**src/rtl/tmom_pkg.sv**
```systemverilog
// ----------------------------------------------------------------------------
// tmom_pkg: shared constants and types of the one-mismatch tag map
// Table geometry, key and tag widths, status codes and the entry layout.
// ----------------------------------------------------------------------------
package tmom_pkg;

  localparam int TableEntries = 8192;
  localparam int SlotW        = $clog2(TableEntries);
  localparam int UsedW        = SlotW + 1;
  localparam int MaxTags      = 256;
  localparam int DigitChoices = 4;
  localparam int MaxTagDigits = 27;
  localparam int KeyW         = 63;
  localparam int TagW         = 8;
  localparam int LenW         = 5;
  localparam int StatusW      = 3;

  localparam logic [LenW-1:0] LenReset = 5'd15;

  // Multiplicative hash constant (golden ratio, 64 bits)
  localparam logic [63:0] HashMult = 64'h9E3779B97F4A7C15;

  localparam logic [StatusW-1:0] StInserted  = 3'd0;
  localparam logic [StatusW-1:0] StTooClose  = 3'd1;
  localparam logic [StatusW-1:0] StFull      = 3'd2;
  localparam logic [StatusW-1:0] StFound     = 3'd3;
  localparam logic [StatusW-1:0] StNotFound  = 3'd4;

  localparam logic OpInsert = 1'b0;
  localparam logic OpLookup = 1'b1;

  typedef struct packed {
    logic            valid;
    logic [TagW-1:0] tag;
    logic [KeyW-1:0] key;
  } entry_t;

endpackage

```
**src/rtl/tmom_hash.sv**
```systemverilog
// ----------------------------------------------------------------------------
// tmom_hash: home slot of a key
// Low product bits of key times the hash constant from three 21x21 partial
// products on one shared multiplier, then the fold of bits 41:29 onto 12:0.
// ----------------------------------------------------------------------------
module tmom_hash
  import tmom_pkg::*;
(
  input  logic             clk_i,
  input  logic             rst_ni,
  input  logic             start_i,
  input  logic [KeyW-1:0]  key_i,
  output logic             done_o,
  output logic [SlotW-1:0] slot_o
);

  localparam logic [20:0] MultLo = HashMult[20:0];
  localparam logic [20:0] MultHi = HashMult[41:21];

  logic [41:0] k_q, k_d;
  logic [41:0] acc_q, acc_d;
  logic [1:0]  step_q, step_d;
  logic        done_q, done_d;
  logic [20:0] op_a, op_b;
  logic [41:0] prod;

  always_comb begin
    op_a = k_q[20:0];
    op_b = MultLo;
    case (step_q)
      2'd2:    begin op_a = k_q[20:0];  op_b = MultHi; end
      2'd3:    begin op_a = k_q[41:21]; op_b = MultLo; end
      default: begin op_a = k_q[20:0];  op_b = MultLo; end
    endcase
  end

  assign prod = {21'b0, op_a} * {21'b0, op_b};

  always_comb begin
    k_d    = k_q;
    acc_d  = acc_q;
    step_d = step_q;
    done_d = 1'b0;
    case (step_q)
      2'd0: begin
        if (start_i) begin
          k_d    = key_i[41:0];
          step_d = 2'd1;
        end
      end
      2'd1: begin
        acc_d  = prod;
        step_d = 2'd2;
      end
      2'd2: begin
        acc_d[41:21] = acc_q[41:21] + prod[20:0];
        step_d       = 2'd3;
      end
      2'd3: begin
        acc_d[41:21] = acc_q[41:21] + prod[20:0];
        step_d       = 2'd0;
        done_d       = 1'b1;
      end
      default: step_d = 2'd0;
    endcase
  end

  always_ff @(posedge clk_i or negedge rst_ni) begin
    if (!rst_ni) begin
      step_q <= 2'd0;
      done_q <= 1'b0;
    end else begin
      step_q <= step_d;
      done_q <= done_d;
    end
  end

  always_ff @(posedge clk_i) begin
    k_q   <= k_d;
    acc_q <= acc_d;
  end

  assign done_o = done_q;
  assign slot_o = acc_q[SlotW-1:0] ^ acc_q[41:41-SlotW+1];

endmodule

```
**config.mk**
```make
export PLATFORM = sky130hd
export DESIGN_NAME = tmom_hash
export DESIGN_NICKNAME = d
export VERILOG_FILES = /design/src/rtl/tmom_pkg.sv /design/src/rtl/tmom_hash.sv
export SDC_FILE = /design/constraint.sdc
export NUM_CORES = 1
export LEC_CHECK = 0
export BUFFER_PORTS_ARGS = -buffer_cell sky130_fd_sc_hd__buf_4
export CAP_MARGIN = 20
export CORE_MARGIN = 3
export CORE_UTILIZATION = 37
export CTS_CLUSTER_DIAMETER = 120
export DETAILED_ROUTE_END_ITERATION = 12
export PLACE_DENSITY_LB_ADDON = 0.05
export SLEW_MARGIN = 20
export SYNTH_ARGS = -nofsm -noshare
export SYNTH_HDL_FRONTEND = slang
export SYNTH_SLANG_ARGS = --single-unit
```
**constraint.sdc**
```tcl
create_clock -name clk_i -period 24.8 [get_ports clk_i]
set_clock_uncertainty 0.15 [all_clocks]
set_input_delay 2.48 -clock clk_i [delete_from_list [all_inputs] [get_ports clk_i]]
set_output_delay 2.48 -clock clk_i [all_outputs]
set_load 0.05 [all_outputs]
```
==> impl_metrics.csv <==
group,metric,value,unit
setup_path,crit_arrival,9.50,ns
layout,diodes,0,
detailed_routing,drt-pass1-iter-count,5,
detailed_routing,final_antenna_net_count,0,
global_route,grt_max_degree,64,
global_route,grt_use_total,20.61,%
cts,clock_latency,0.38,ns
cts,cts_made_buffers,9,
sta,hold_viol,0,
synthesis,ys_seq_area_share,14.97,%
synthesis,synth_cells,1563,
sta,clock.fmax,104.9,MHz
synthesis,synth_edf_count,76,
setup_path,path_buf_inv,4,
setup_path,worstSetupPathType,"reg -> reg",
setup_path,worstSetupEndpointType,"flip-flop",
synthesis,ys_warn_count,0,
global_route,gr-total-overflow,0,
die,io_pins,80,
sta,fin_crit,9.532,ns
die,rows,74,
cts,postCtsSetupBuffers,0,
setup_path,cp_max_fo,25,
layout,final_cell_mix,"inv_1, fa_1, ha_1",
detailed_routing,first_iter_violations,436,
place,numPortBuffers,58,
synthesis,synth.distinct_cells,63,
detailed_routing,vias_per_cell,4.970,
setup_path,crit_required,24.77,ns
layout,fin_nets,2159,
detailed_routing,routed_wl,44.15,mm
sta,slew_viol_final,0,
global_route,antenna_found_initial,0,
sta,setup_tns,0,ns
die,coreArea,41480,um^2
die,start_util,37.96,%
setup_path,crit_path_top_delay_cell,"mux2i_1",
die,die_w,212.3,um
synthesis,ys_ff_latch,79,
synthesis,ys_top_cells_by_area,"fa_1, ha_1, edfxtp_1, inv_1, xnor2_1",
cts,ctsResizeCount,0,
cts,cts-root-buf,"clkbuf_16",
cts,cts-htree-levels,3,
synthesis,yosysTopAreaCellShare,35.72,%
global_route,grt_pass1_wl,68.43,mm
run_status,outcome,"completed",
global_route,grt_pass1_vias,11370,
detailed_routing,vias,10660,
layout,num-fill-cells,4180,
setup_path,crit_path_max_incr_delay,0.68,ns
sta,rsz0062_at_grt,"false",
sta,worst_pin_slew,1.025,ns
layout,final_common_cell,"inv_1",
hold_path,min_path_type,"reg -> reg",
detailed_routing,drcViolationCount,0,
setup_path,critPathMostFrequentCell,"ha_1",
cts,clockBufferDepth,2,
synthesis,ys.flop_type,"edfxtp_1",
synthesis,syn_area_per_cell,10.08,um^2
place,gp_congestion,0.8744,
flow_run,cap_violations,0,
die,die_h,212.3,um
layout,drive_above_1_share,7.382,%
cts,cts_hold_buf,0,
cts,numClockSinks,79,
sta,period_share,38.43,%
sta,setup_viol,0,
die,dieArea,45070,um^2
layout,syn_to_final_growth,8.756,%
synthesis,yosysTopAreaCell,"fa_1",
detailed_routing,avgRoutedWirePerCell,20.59,um
synthesis,synth_area,15750,um^2
setup_path,startpoint_type,"flip-flop",
cts,cts_tree,"done",
synthesis,ys_async_sr_fraction,3.797,%
sta,maxSlewHeadroom,31.68,%
setup_path,cp_top_family,"adder cells",
place,dp.final_hpwl,39.16,mm
cts,clk_pin_slew_worst_paths,0.06,ns
kinds of logic (layout without fill, tap and decap cells):
family                   Yosys count  after routing  share of synthesized area, %
AO/OA/AOI/OAI                    240            240                         10.04
XOR/XNOR                          79             79                         4.394
adder cells (fa/ha/maj)          486            486                         52.01
buffers and inverters            421            468                         10.04
flip-flops                        79             79                         14.97
multiplexers                      26             26                         1.748
other                              1              3                       0.02381
AND/OR/NAND/NOR                  231            231                         6.777
cells in the mapped netlist, types with 27 or more instances:
library cell and number:
inv_1 388, fa_1 281, ha_1 205, a21oi_1 77, nor2_1 77, edfxtp_1 76, nand2_1 66, xnor2_1 52
o21ai_0 43, a21o_1 37, clkbuf_1 29, xor2_1 27
state kept, by name, indices dropped and copies added (netlist names):
| name | cells |
|---|---|
| k_q | 42 |
| done_o | 1 |
| acc_q | 34 |
| step_q | 2 |
metrics by stage:
step                hold slack [ns]  worst slack (ns)  util, %  cells  instance area [um^2]
detailed placement           0.4541             15.35    40.44   2128                 16780
global placement             0.4435             15.37    40.44   2128                 16780
global route                 0.5166             14.76    41.29   2144                 17130
floorplan                    0.3908             16.31        -   1565                 15760
CTS                          0.4746             15.27    41.29   2144                 17130
finish                       0.4641             15.27    41.29   2144                 17130
layout make-up:
class | count | area [um^2] | share of cell area (%)
Clock buffer | 9 | 225.2 | 1.315
Clock inverter | 7 | 125.1 | 0.7306
Inverter | 389 | 1460 | 8.526
Multi-Input combinational cell | 1065 | 11820 | 69.02
Sequential cell | 79 | 2357 | 13.76
Tap cell | 532 | 665.6 | 3.887
Timing Repair Buffer | 63 | 473.0 | 2.762
worst paths after layout:
| check | start | end | slack [ns] | cells after the start |
|---|---|---|---|---|
| min in group asynchronous | rst_ni | step_q[1]$_DFFE_PN0P_ | 1.73 | 1 |
| max in group asynchronous | rst_ni | done_o$_DFF_PN0_ | 22.68 | 1 |
| worst min register to register | step_q[1]$_DFFE_PN0P_ | step_q[1]$_DFFE_PN0P_ | 0.46 | 1 |
| worst min-delay path | step_q[1]$_DFFE_PN0P_ | step_q[1]$_DFFE_PN0P_ | 0.46 | 1 |
| worst max register to register | step_q[1]$_DFFE_PN0P_ | acc_q[41]$_SDFFCE_PP0N_ | 15.27 | 32 |
| worst max-delay path | step_q[1]$_DFFE_PN0P_ | acc_q[41]$_SDFFCE_PP0N_ | 15.27 | 32 |
per-layer routing:
layer	vias to the layer above	part of all wire (%)	global-route usage, %
li1	5083	-	-
met1	5402	47	28.95
met2	137	48	33.94
met3	33	2.8	2.833
met4	0	1.8	5.024
met5	-	0	0
Power is not shown: default switching activity piles up to over one toggle a cycle in this logic, so the estimate is an artifact.
