===== config.mk =====
export PLATFORM = sky130hd
export DESIGN_NAME = tmom_div5
export DESIGN_NICKNAME = d
export VERILOG_FILES = /design/src/rtl/tmom_pkg.sv /design/src/rtl/tmom_div5.sv
export SDC_FILE = /design/constraint.sdc
export NUM_CORES = 1
export LEC_CHECK = 0
export BUFFER_PORTS_ARGS = -buffer_cell sky130_fd_sc_hd__clkbuf_2
export CAP_MARGIN = 20
export CORE_UTILIZATION = 46
export CTS_BUF_LIST = sky130_fd_sc_hd__clkbuf_2
export DETAILED_ROUTE_END_ITERATION = 8
export PLACE_DENSITY_LB_ADDON = 0.1
export SLEW_MARGIN = 20
export SYNTH_ARGS = -nofsm -noshare
export SYNTH_HDL_FRONTEND = slang
export SYNTH_SLANG_ARGS = --single-unit

===== constraint.sdc =====
create_clock -name clk_i -period 7.48 [get_ports clk_i]
set_input_delay 1.122 -clock clk_i [delete_from_list [all_inputs] [get_ports clk_i]]
set_output_delay 1.122 -clock clk_i [all_outputs]
set_load 0.01 [all_outputs]

===== src/rtl/tmom_pkg.sv =====
// ----------------------------------------------------------------------------
// tmom_pkg: shared constants and types of the one-mismatch tag map
// Table geometry, key and tag widths, status codes and the entry layout.
// ----------------------------------------------------------------------------
package tmom_pkg;

  localparam int TableEntries = 8192;
  localparam int SlotW        = $clog2(TableEntries);
  localparam int UsedW        = SlotW + 1;
  localparam int MaxTags      = 256;
  localparam int DigitChoices = 4;
  localparam int MaxTagDigits = 27;
  localparam int KeyW         = 63;
  localparam int TagW         = 8;
  localparam int LenW         = 5;
  localparam int StatusW      = 3;

  localparam logic [LenW-1:0] LenReset = 5'd15;

  // Multiplicative hash constant (golden ratio, 64 bits)
  localparam logic [63:0] HashMult = 64'h9E3779B97F4A7C15;

  localparam logic [StatusW-1:0] StInserted  = 3'd0;
  localparam logic [StatusW-1:0] StTooClose  = 3'd1;
  localparam logic [StatusW-1:0] StFull      = 3'd2;
  localparam logic [StatusW-1:0] StFound     = 3'd3;
  localparam logic [StatusW-1:0] StNotFound  = 3'd4;

  localparam logic OpInsert = 1'b0;
  localparam logic OpLookup = 1'b1;

  typedef struct packed {
    logic            valid;
    logic [TagW-1:0] tag;
    logic [KeyW-1:0] key;
  } entry_t;

endpackage


===== src/rtl/tmom_div5.sv =====
// ----------------------------------------------------------------------------
// tmom_div5: divide a key by five
// Restoring division, eight dividend bits a cycle.
// ----------------------------------------------------------------------------
module tmom_div5
  import tmom_pkg::*;
(
  input  logic            clk_i,
  input  logic            rst_ni,
  input  logic            start_i,
  input  logic [KeyW-1:0] val_i,
  output logic            done_o,
  output logic [KeyW-1:0] quot_o,
  output logic [2:0]      rem_o
);

  logic [63:0] sh_q, sh_d;
  logic [2:0]  rem_q, rem_d;
  logic [2:0]  cnt_q, cnt_d;
  logic        busy_q, busy_d;
  logic        done_q, done_d;

  always_comb begin
    logic [3:0] t;
    logic [2:0] r;
    logic [7:0] qb;
    sh_d   = sh_q;
    rem_d  = rem_q;
    cnt_d  = cnt_q;
    busy_d = busy_q;
    done_d = 1'b0;
    r      = rem_q;
    qb     = '0;
    for (int b = 7; b >= 0; b--) begin
      t = {r, sh_q[56+b]};
      if (t >= 4'd5) begin
        qb[b] = 1'b1;
        r     = 3'(t - 4'd5);
      end else begin
        r     = t[2:0];
      end
    end
    if (busy_q) begin
      sh_d  = {sh_q[55:0], qb};
      rem_d = r;
      cnt_d = cnt_q + 3'd1;
      if (cnt_q == 3'd7) begin
        busy_d = 1'b0;
        done_d = 1'b1;
      end
    end else if (start_i) begin
      sh_d   = {1'b0, val_i};
      rem_d  = '0;
      cnt_d  = '0;
      busy_d = 1'b1;
    end
  end

  always_ff @(posedge clk_i or negedge rst_ni) begin
    if (!rst_ni) begin
      busy_q <= 1'b0;
      done_q <= 1'b0;
      cnt_q  <= '0;
    end else begin
      busy_q <= busy_d;
      done_q <= done_d;
      cnt_q  <= cnt_d;
    end
  end

  always_ff @(posedge clk_i) begin
    sh_q  <= sh_d;
    rem_q <= rem_d;
  end

  assign done_o = done_q;
  assign quot_o = sh_q[KeyW-1:0];
  assign rem_o  = rem_q;

endmodule


==> impl_metrics.py, run 1 <==
metrics = {
    "outcome": {
        "status": "complete, no violations",
    },
    "sta": {
        "fmax_mhz": 136,
        "fin_tns_setup_ps": 0,
        "setup_violations": 0,
        "hold_viol": 0,
        "finalCriticalPeriod_ps": 7380,
        "maxSlewViolCount": 0,
        "slew_headroom": 0.429,
        "worstMarginPinSlew_ps": 856,
        "holdWs_ps": 393,
        "rsz0062_at_grt": "yes",
        "finClkSkew_ps": 22.1,
        "worst_slack_ps": 105,
        "post-route-period-util": 0.986,
    },
    "logic_synthesis": {
        "syn_nets": 434,
        "synth_cells": 350,
        "ys_ff_latch": 72,
        "syn_avg_cell_area_um2": 12.5,
        "synth-edff-count": 67,
        "synth.distinct_cells": 50,
        "ys.flop_type": "edfxtp_1",
        "async_flop_share": 0.0694,
        "synth_seq_area_share": 0.489,
        "yosysWarnings": 0,
        "synth_area_mm2": 0.00437,
    },
    "global_routing": {
        "antenna_found_initial": 0,
        "track_usage": 0.183,
        "grt_pass1_vias": 2856,
        "grt_pass1_wl_um": 13800,
        "gr-total-overflow": 0,
        "grt_max_degree": 74,
    },
    "final_layout": {
        "diodes": 0,
        "num-fill-cells": 765,
        "nets": 550,
        "multi_input_area_mm2": 0.00201,
        "drive_gt1_frac": 0.665,
        "area_growth_pct": 27.2,
        "layout.cells.non_filler": 600,
        "seqCellArea_mm2": 0.00214,
    },
    "critical_path": {
        "r2r-start": "sh_q[63]",
        "worst_setup_path_end_kind": "flip-flop",
        "criticalPathCategory": "flip-flop to flip-flop",
        "rrSetupSlack_ps": 100,
        "r2r_end": "rem_o[1]",
        "critPathMaxStageDelay_ps": 520,
        "start_kind": "flip-flop",
        "worstPathArrival_ps": 7630,
        "crit_fanout": 3,
        "slowest_stage": "edfxtp_1",
        "cp-startpoint": "sh_q[63]",
        "worst-endpoint-required_ps": 7740,
        "ff2ff_path_depth": 43,
    },
    "clock_network": {
        "cts_tree": "done",
        "clock_path_buffers": 2,
        "cts_buffers": 9,
        "ctsHoldBuffers": 0,
        "htreeDepth": 3,
        "clock_tree.root_cell": "clkbuf_2",
        "clkSlewWorstSetupHoldPaths_ps": 220,
        "clock_latency_ps": 490,
        "cts_sinks": 72,
    },
    "floorplan": {
        "dieArea_mm2": 0.00989,
        "initial_core_util": 0.473,
        "design.core.area_mm2": 0.00924,
        "rows": 35,
        "die_w_um": 99.4,
        "io_pins": 133,
        "die_h_um": 99.4,
    },
    "placement": {
        "dp.cells": 553,
        "dp_hpwl_um": 6410,
        "io_buffer_count": 132,
        "dp_slack_ps": -243,
        "place.gp.congestion": 0.804,
    },
    "detailed_routing": {
        "routed_wl_um": 9310,
        "routed-via-count": 2990,
        "drc": 0,
        "wl_per_cell_um": 15.5,
        "via_per_inst": 4.98,
        "ant_nets": 0,
        "dr.pass1.iters": 4,
        "drt_iter0_markers": 138,
    },
    "hold_path": {
        "hp-class": "input port to async pin",
    },
    "job": {
        "maxCapViolations": 0,
    },
}
-- sequential cells by signal (all words and copies together), names as in the netlist --
| signal | cells |
|---|---|
| done_o | 1 |
| busy_q | 1 |
| sh_q | 64 |
| cnt_q | 3 |
| rem_o | 3 |
-- layout make-up --
type,instances,area share
Clock inverter,6,0.0209
Sequential cell,72,0.385
Clock buffer,10,0.00901
Inverter,19,0.0137
Tap cell,129,0.0291
Multi-Input combinational cell,187,0.362
Timing Repair Buffer,177,0.180
-- kinds of logic (layout without fill, tap and decap cells) --
family,Yosys count,after routing,synth area share
XOR/XNOR,6,6,0.0138
AO/OA/AOI/OAI,43,43,0.0748
multiplexers,66,66,0.171
AND/OR/NAND/NOR,54,54,0.0659
buffers and inverters,91,212,0.134
flip-flops,72,72,0.489
adder cells (fa/ha/maj),18,18,0.0516
-- cell usage in the layout, fill, tap and decap left out, types with 3 or more instances in the layout --
cell       instances
ha_4               8
bufinv_16          3
nor2_1            17
a21oi_1            6
mux2i_1            6
mux2_2            57
a211oi_1           3
buf_4             44
nand2_4            3
nand2b_4           4
inv_1             12
o21ai_0            3
clkbuf_2         142
dfrtp_1            4
a21oi_2            3
ha_1               5
edfxtp_1          67
and2_1             3
nor2b_4            3
o211ai_1           6
nand2_1            5
xnor2_2            4
ha_2               5
inv_2              5
-- worst max-delay path by stage --
stage                     depth (start not counted)  slack (ps)  endpoint
after global placement                           42          20  rem_o[1]
after CTS                                        43          10  rem_o[1]
after detailed placement                         42        -240  rem_o[1]
after floorplan                                  42          10  rem_o[1]
after global routing                             43        -250  rem_o[1]
final                                            43         100  rem_o[1]
-- timing repair --
item                       in CTS  in global routing
pin swaps                      20                 24
setup buffers                  13                 18
resized for setup              16                 19
setup endpoints to repair       4                  4
-- through the flow --
stage | cell area [µm²] | util
2_1_floorplan | 4560 | -
3_3_place_gp | 4970 | 0.538
3_5_place_dp | 4970 | 0.538
4_1_cts | 5320 | 0.576
5_1_grt | 5560 | 0.601
6_report | 5560 | 0.601
-- cells in the mapped netlist, types with 2 or more instances --
master / number / area share
a211oi_1: 4 / 0.0069
a21o_1: 2 / 0.0034
a21oi_1: 8 / 0.0092
a21oi_2: 2 / 0.0040
a22o_1: 2 / 0.0040
and2_1: 3 / 0.0043
buf_4: 63 / 0.11
clkbuf_1: 8 / 0.0069
dfrtp_1: 5 / 0.029
edfxtp_1: 67 / 0.46
ha_1: 18 / 0.052
inv_1: 19 / 0.016
mux2_2: 57 / 0.15
mux2_4: 2 / 0.0069
mux2i_1: 6 / 0.014
nand2_1: 7 / 0.0060
nand2b_1: 5 / 0.0072
nand3_1: 3 / 0.0034
nand4_1: 2 / 0.0029
nor2_1: 19 / 0.016
nor2b_1: 3 / 0.0043
nor3_1: 2 / 0.0023
o211ai_1: 6 / 0.010
o21ai_0: 6 / 0.0069
or3_1: 2 / 0.0029
xnor2_1: 5 / 0.010
-- metal layers --
| metal | routed length (µm) | vias up | GRT usage |
|---|---|---|---|
| met3 | 403 | 9 | 0.0330 |
| met2 | 4660 | 80 | 0.298 |
| li1 | - | 1450 | - |
| met1 | 4140 | 1451 | 0.241 |
| met4 | 98 | 0 | 0.0792 |
| met5 | 0 | - | 0 |
-- worst max-delay path, delay by kind of cell (launching register included) --
kind                     cells  cell delay [ps]
AND/OR/NAND/NOR             14             1760
AO/OA/AOI/OAI                9             1630
adder cells (fa/ha/maj)      8             1530
XOR/XNOR                     6              940
flip-flops                   1              520
multiplexers                 2              450
buffers and inverters        4              300
Power of run 1 is left out: the tool's default activity adds up to more than one toggle a clock period on the data nets, which glitch-free logic cannot reach.
==> inputs of run 2 (changes only) <==
--- a/config.mk
+++ b/config.mk
@@ -7,9 +7,12 @@
 export LEC_CHECK = 0
 export BUFFER_PORTS_ARGS = -buffer_cell sky130_fd_sc_hd__clkbuf_2
 export CAP_MARGIN = 20
+export CORE_MARGIN = 2
 export CORE_UTILIZATION = 46
 export CTS_BUF_LIST = sky130_fd_sc_hd__clkbuf_2
+export CTS_CLUSTER_DIAMETER = 100
 export DETAILED_ROUTE_END_ITERATION = 8
+export GPL_ROUTABILITY_DRIVEN = 1
 export PLACE_DENSITY_LB_ADDON = 0.1
 export SLEW_MARGIN = 20
 export SYNTH_ARGS = -nofsm -noshare
==> run 2 against run 1 <==
  * Hold slack got worse by 9.3 ps
  * Register-to-register slack lost 80 ps
  * Final cell count grew 0.33%
  * Sequential share of layout area rose by 0.23 points
  * Wire length rose by 0.13%
  * Non-clock buffer count grew 2
  * Critical path depth rose by 1
  * Die area is 4.1% higher
  * Count of clock-buffer cells in the layout stayed put
  * Core utilization down 0.35 points
  * Setup slack worse by 79 ps
  * Global-route usage down 0.053 points
==> impl_metrics.py, run 2 (synthesis results as in run 1) <==
metrics = {
    "global_routing": {
        "grt_max_degree": 74,
        "track_usage": 0.183,
        "antenna_found_initial": 0,
        "gr-total-overflow": 0,
        "grt_pass1_vias": 2924,
        "grt_pass1_wl_um": 14600,
    },
    "sta": {
        "fmax_mhz": 134,
        "finalCriticalPeriod_ps": 7450,
        "finClkSkew_ps": 27.1,
        "setup_violations": 0,
        "hold_viol": 0,
        "post-route-period-util": 0.997,
        "worst_slack_ps": 26.0,
        "holdWs_ps": 383,
        "rsz0062_at_grt": "yes",
        "maxSlewViolCount": 0,
        "worstMarginPinSlew_ps": 840,
        "slew_headroom": 0.440,
    },
    "critical_path": {
        "crit_fanout": 4,
        "start_kind": "flip-flop",
        "criticalPathCategory": "flip-flop to flip-flop",
        "slowest_stage": "edfxtp_1",
        "worst-endpoint-required_ps": 7740,
        "critPathMaxStageDelay_ps": 500,
        "worst_setup_path_end_kind": "flip-flop",
        "worstPathArrival_ps": 7710,
    },
    "final_layout": {
        "layout.cells.non_filler": 602,
        "drive_gt1_frac": 0.664,
        "largest-register": "sh_q",
        "diodes": 0,
        "layout_commonest_cell": "clkbuf_2",
        "mostFrequentLayoutCells": "142 x clkbuf_2, 67 x edfxtp_1, 57 x mux2_2, 46 x buf_4, 17 x nor2_1",
        "nets": 552,
        "area_growth_pct": 26.4,
        "fin_util": 0.598,
        "largest_reg_flops": 64,
    },
    "floorplan": {
        "die_h_um": 101,
        "dieArea_mm2": 0.0103,
        "initial_core_util": 0.473,
        "io_pins": 133,
        "design.core.area_mm2": 0.00924,
        "rows": 35,
        "die_w_um": 101,
    },
    "clock_network": {
        "clock_path_buffers": 2,
        "htreeDepth": 3,
        "cts_tree": "done",
        "cts_buffers": 9,
        "clkSlewWorstSetupHoldPaths_ps": 220,
        "clock_latency_ps": 500,
        "cts_sinks": 72,
        "clock_tree.root_cell": "clkbuf_2",
    },
    "detailed_routing": {
        "routed.top_layer": "met4",
        "routed_wl_um": 9320,
        "wl_per_cell_um": 15.5,
        "drt_iter0_markers": 150,
        "ant_nets": 0,
        "drc": 0,
        "via_per_inst": 4.88,
        "met1_length_um": 4180,
        "route.met3.wl_um": 426,
        "routed-via-count": 2939,
        "dr.pass1.iters": 4,
        "wl_met2_um": 4550,
    },
    "placement": {
        "dp_hpwl_um": 6500,
        "place.gp.congestion": 0.811,
        "dp.cells": 553,
        "io_buffer_count": 132,
        "dp_slack_ps": -266,
    },
    "hold_path": {
        "hp-class": "input port to async pin",
    },
    "job": {
        "maxCapViolations": 0,
    },
    "outcome": {
        "status": "complete, no violations",
    },
}
run 2: changes by cell type in the layout (fill, tap and decap cells not counted), sizes merged:
| cell | previous run | this run |
|---|---|---|
| inv | 20 | 19 |
| bufinv | 3 | 2 |
| buf | 45 | 47 |
| clkinvlp | 0 | 2 |
run 2: final cells by class:
cell class	count	area [µm²]
Clock buffer	10	50.0
Timing Repair Buffer	179	1020
Tap cell	129	161
Inverter	19	76.3
Fill cell	773	3720
Clock inverter	6	83.8
Multi-Input combinational cell	187	2000
Sequential cell	72	2140
run 2: path summary, 6_finish.rpt:
path                               start  endpoint  slack [ps]  cells after the start
worst max-delay path            sh_q[63]  rem_o[1]          30                     44
worst min-delay path              rst_ni  cnt_q[0]         380                      1
worst max register to register  sh_q[63]  rem_o[1]          30                     44
worst min register to register  cnt_q[0]  cnt_q[0]         510                      1
max in group asynchronous         rst_ni    done_o        6940                      1
min in group clk_i              cnt_q[0]  cnt_q[0]         510                      1
run 2: metrics by stage:
step | TNS, ps | area [µm²]
floorplan | 0 | 4560
global placement | 0 | 4970
detailed placement | -472 | 4970
CTS | 0 | 5290
global route | -1070 | 5520
finish | 0 | 5520
run 2: per-layer routing:
metal  track usage  vias to the layer above
met3        0.0400                       14
met5             0                        -
met4        0.0728                        0
met2         0.287                       73
met1         0.247                     1406
li1              -                     1446
run 2: worst max-delay path, delay by kind of cell, from the launching register on:
family	cells	cell delay (ps)
adders and majority gates	8	1500
and+or+nand+nor	15	1920
muxes	2	600
buffers and inverters	5	410
xor gates and xnor gates	6	970
AOI/OAI and AO/OA	8	1300
DFF	1	500
run 2: timing repair:
item	4_1_cts	5_1_grt
setup buffers	18	15
gates cloned	0	0
pin swaps	8	25
resized for setup	10	24
hold buffers	0	0
endpoints found under the setup margin	4	4
Power of run 2 is left out for the same reason.
==> inputs of run 3 (changes only) <==
--- a/config.mk
+++ b/config.mk
@@ -14,6 +14,7 @@
 export DETAILED_ROUTE_END_ITERATION = 8
 export GPL_ROUTABILITY_DRIVEN = 1
 export PLACE_DENSITY_LB_ADDON = 0.1
+export RECOVER_POWER = 25
 export SLEW_MARGIN = 20
 export SYNTH_ARGS = -nofsm -noshare
 export SYNTH_HDL_FRONTEND = slang
==> constraint.sdc (replaced) <==
create_clock -name clk_i -period 6.9 [get_ports clk_i]
set_input_delay 1.035 -clock clk_i [delete_from_list [all_inputs] [get_ports clk_i]]
set_output_delay 1.035 -clock clk_i [all_outputs]
set_load 0.01 [all_outputs]
==> run 3 against run 2 <==
  * The run now ends with negative setup slack left
  * Hold slack worse by 33 ps
  * Critical path depth is 2 lower
  * Maximum frequency grew 4.2%
  * Sequential cell count unchanged
  * Design area is 2.0% higher
  * Via count increased by 3.5%
  * Count of clock-buffer cells in the layout is 1 lower
  * Critical path type unchanged
==> impl_metrics.py, run 3 (synthesis results as in run 1) <==
metrics = {
    "floorplan": {
        "die_w_um": 101,
        "initial_core_util": 0.473,
        "dieArea_mm2": 0.0103,
        "rows": 35,
        "io_pins": 133,
        "design.core.area_mm2": 0.00924,
        "die_h_um": 101,
    },
    "sta": {
        "worst_slack_ps": -257,
        "worstMarginPinSlew_ps": 840,
        "hold_viol": 0,
        "setup_violations": 4,
        "maxSlewViolCount": 0,
        "fmax_mhz": 140,
        "slew_headroom": 0.440,
        "finClkSkew_ps": 17.9,
        "finalCriticalPeriod_ps": 7160,
        "rsz0062_at_grt": "yes",
        "post-route-period-util": 1.04,
        "fin_tns_setup_ps": -730,
    },
    "final_layout": {
        "largest-register": "sh_q",
        "area_growth_pct": 28.9,
        "nets": 567,
        "drive_gt1_frac": 0.670,
        "num-fill-cells": 748,
        "fin_area_mm2": 0.00563,
        "mostFrequentLayoutCells": "140 x clkbuf_2, 67 x edfxtp_1, 62 x buf_4, 57 x mux2_2, 16 x nor2_1",
        "layout_commonest_cell": "clkbuf_2",
        "largest_reg_flops": 64,
        "diodes": 0,
        "fin_util": 0.609,
    },
    "clock_network": {
        "cts_buffers": 9,
        "htreeDepth": 3,
        "cts_tree": "done",
        "clock_path_buffers": 2,
        "clock_latency_ps": 480,
        "ctsHoldBuffers": 0,
        "clkSlewWorstSetupHoldPaths_ps": 200,
        "cts_sinks": 72,
        "clock_tree.root_cell": "clkbuf_2",
    },
    "critical_path": {
        "rrSetupSlack_ps": -260,
        "start_kind": "flip-flop",
        "crit_fanout": 3,
        "slowest_stage": "edfxtp_1",
        "worst_setup_path_end_kind": "flip-flop",
        "worst-endpoint-required_ps": 7170,
        "criticalPathCategory": "flip-flop to flip-flop",
        "crit_family": "simple AND/OR/NAND/NOR gates",
        "worstPathArrival_ps": 7430,
        "critPathMaxStageDelay_ps": 500,
        "cp_num_buf_inv": 3,
    },
    "global_routing": {
        "track_usage": 0.185,
        "antenna_found_initial": 0,
        "grt_pass1_wl_um": 14700,
        "grt_max_degree": 74,
        "grt_pass1_vias": 2984,
        "gr-total-overflow": 0,
    },
    "detailed_routing": {
        "drc": 0,
        "drt_iter0_markers": 99,
        "routed-via-count": 3041,
        "wl_per_cell_um": 15.2,
        "routed_wl_um": 9380,
        "dr.pass1.iters": 4,
        "via_per_inst": 4.93,
        "ant_nets": 0,
    },
    "placement": {
        "dp_slack_ps": -562,
        "place_area_mm2": 0.00523,
        "place.gp.congestion": 0.826,
        "dp_hpwl_um": 6860,
        "io_buffer_count": 132,
    },
    "hold_path": {
        "hp-class": "input port to async pin",
    },
    "outcome": {
        "violations": "negative setup slack",
        "status": "complete, but fails checks",
    },
    "job": {
        "maxCapViolations": 0,
    },
}
-- run 3: cell count changes in the layout (fill, tap and decap cells not counted), sizes merged --
cell      change
clkinvlp      -2
buf          +15
clkinv        +3
clkbuf        -1
-- run 3: path summary, 6_finish.rpt --
path,startpoint,endpoint,depth (start not counted)
worst max-delay path,sh_q[63],rem_o[1],42
worst min-delay path,rst_ni,done_o,1
worst max register to register,sh_q[63],rem_o[1],42
worst min register to register,cnt_q[0],cnt_q[0],1
max in group asynchronous,rst_ni,busy_q,1
min in group clk_i,cnt_q[0],cnt_q[0],1
-- run 3: repair_timing --
item,CTS,global route
setup endpoints to repair,4,5
gates resized for setup,18,8
buffers inserted,16,3
pin swaps,28,27
-- run 3: layer usage --
layer / global-route usage / up-vias / wire length, µm
met5: 0 / - / 0
met4: 0.0748 / 0 / 180
met3: 0.0400 / 18 / 455
met2: 0.299 / 82 / 4730
met1: 0.243 / 1464 / 4010
li1: - / 1477 / -
-- run 3: stage by stage --
stage / hold slack, ps / cells
after floorplan: 454 / 350
after global placement: 485 / 582
after detailed placement: 479 / 582
after CTS: 278 / 614
after global routing: 294 / 617
final: 350 / 617
-- run 3: layout make-up --
cell class	instances	area (µm²)	area share
Clock inverter	7	86.3	0.0153
Tap cell	129	161	0.0287
Inverter	19	73.8	0.0131
Sequential cell	72	2140	0.380
Multi-Input combinational cell	187	2000	0.355
Timing Repair Buffer	194	1120	0.200
Clock buffer	9	45.0	0.00800
Power of run 3 is left out for the same reason.
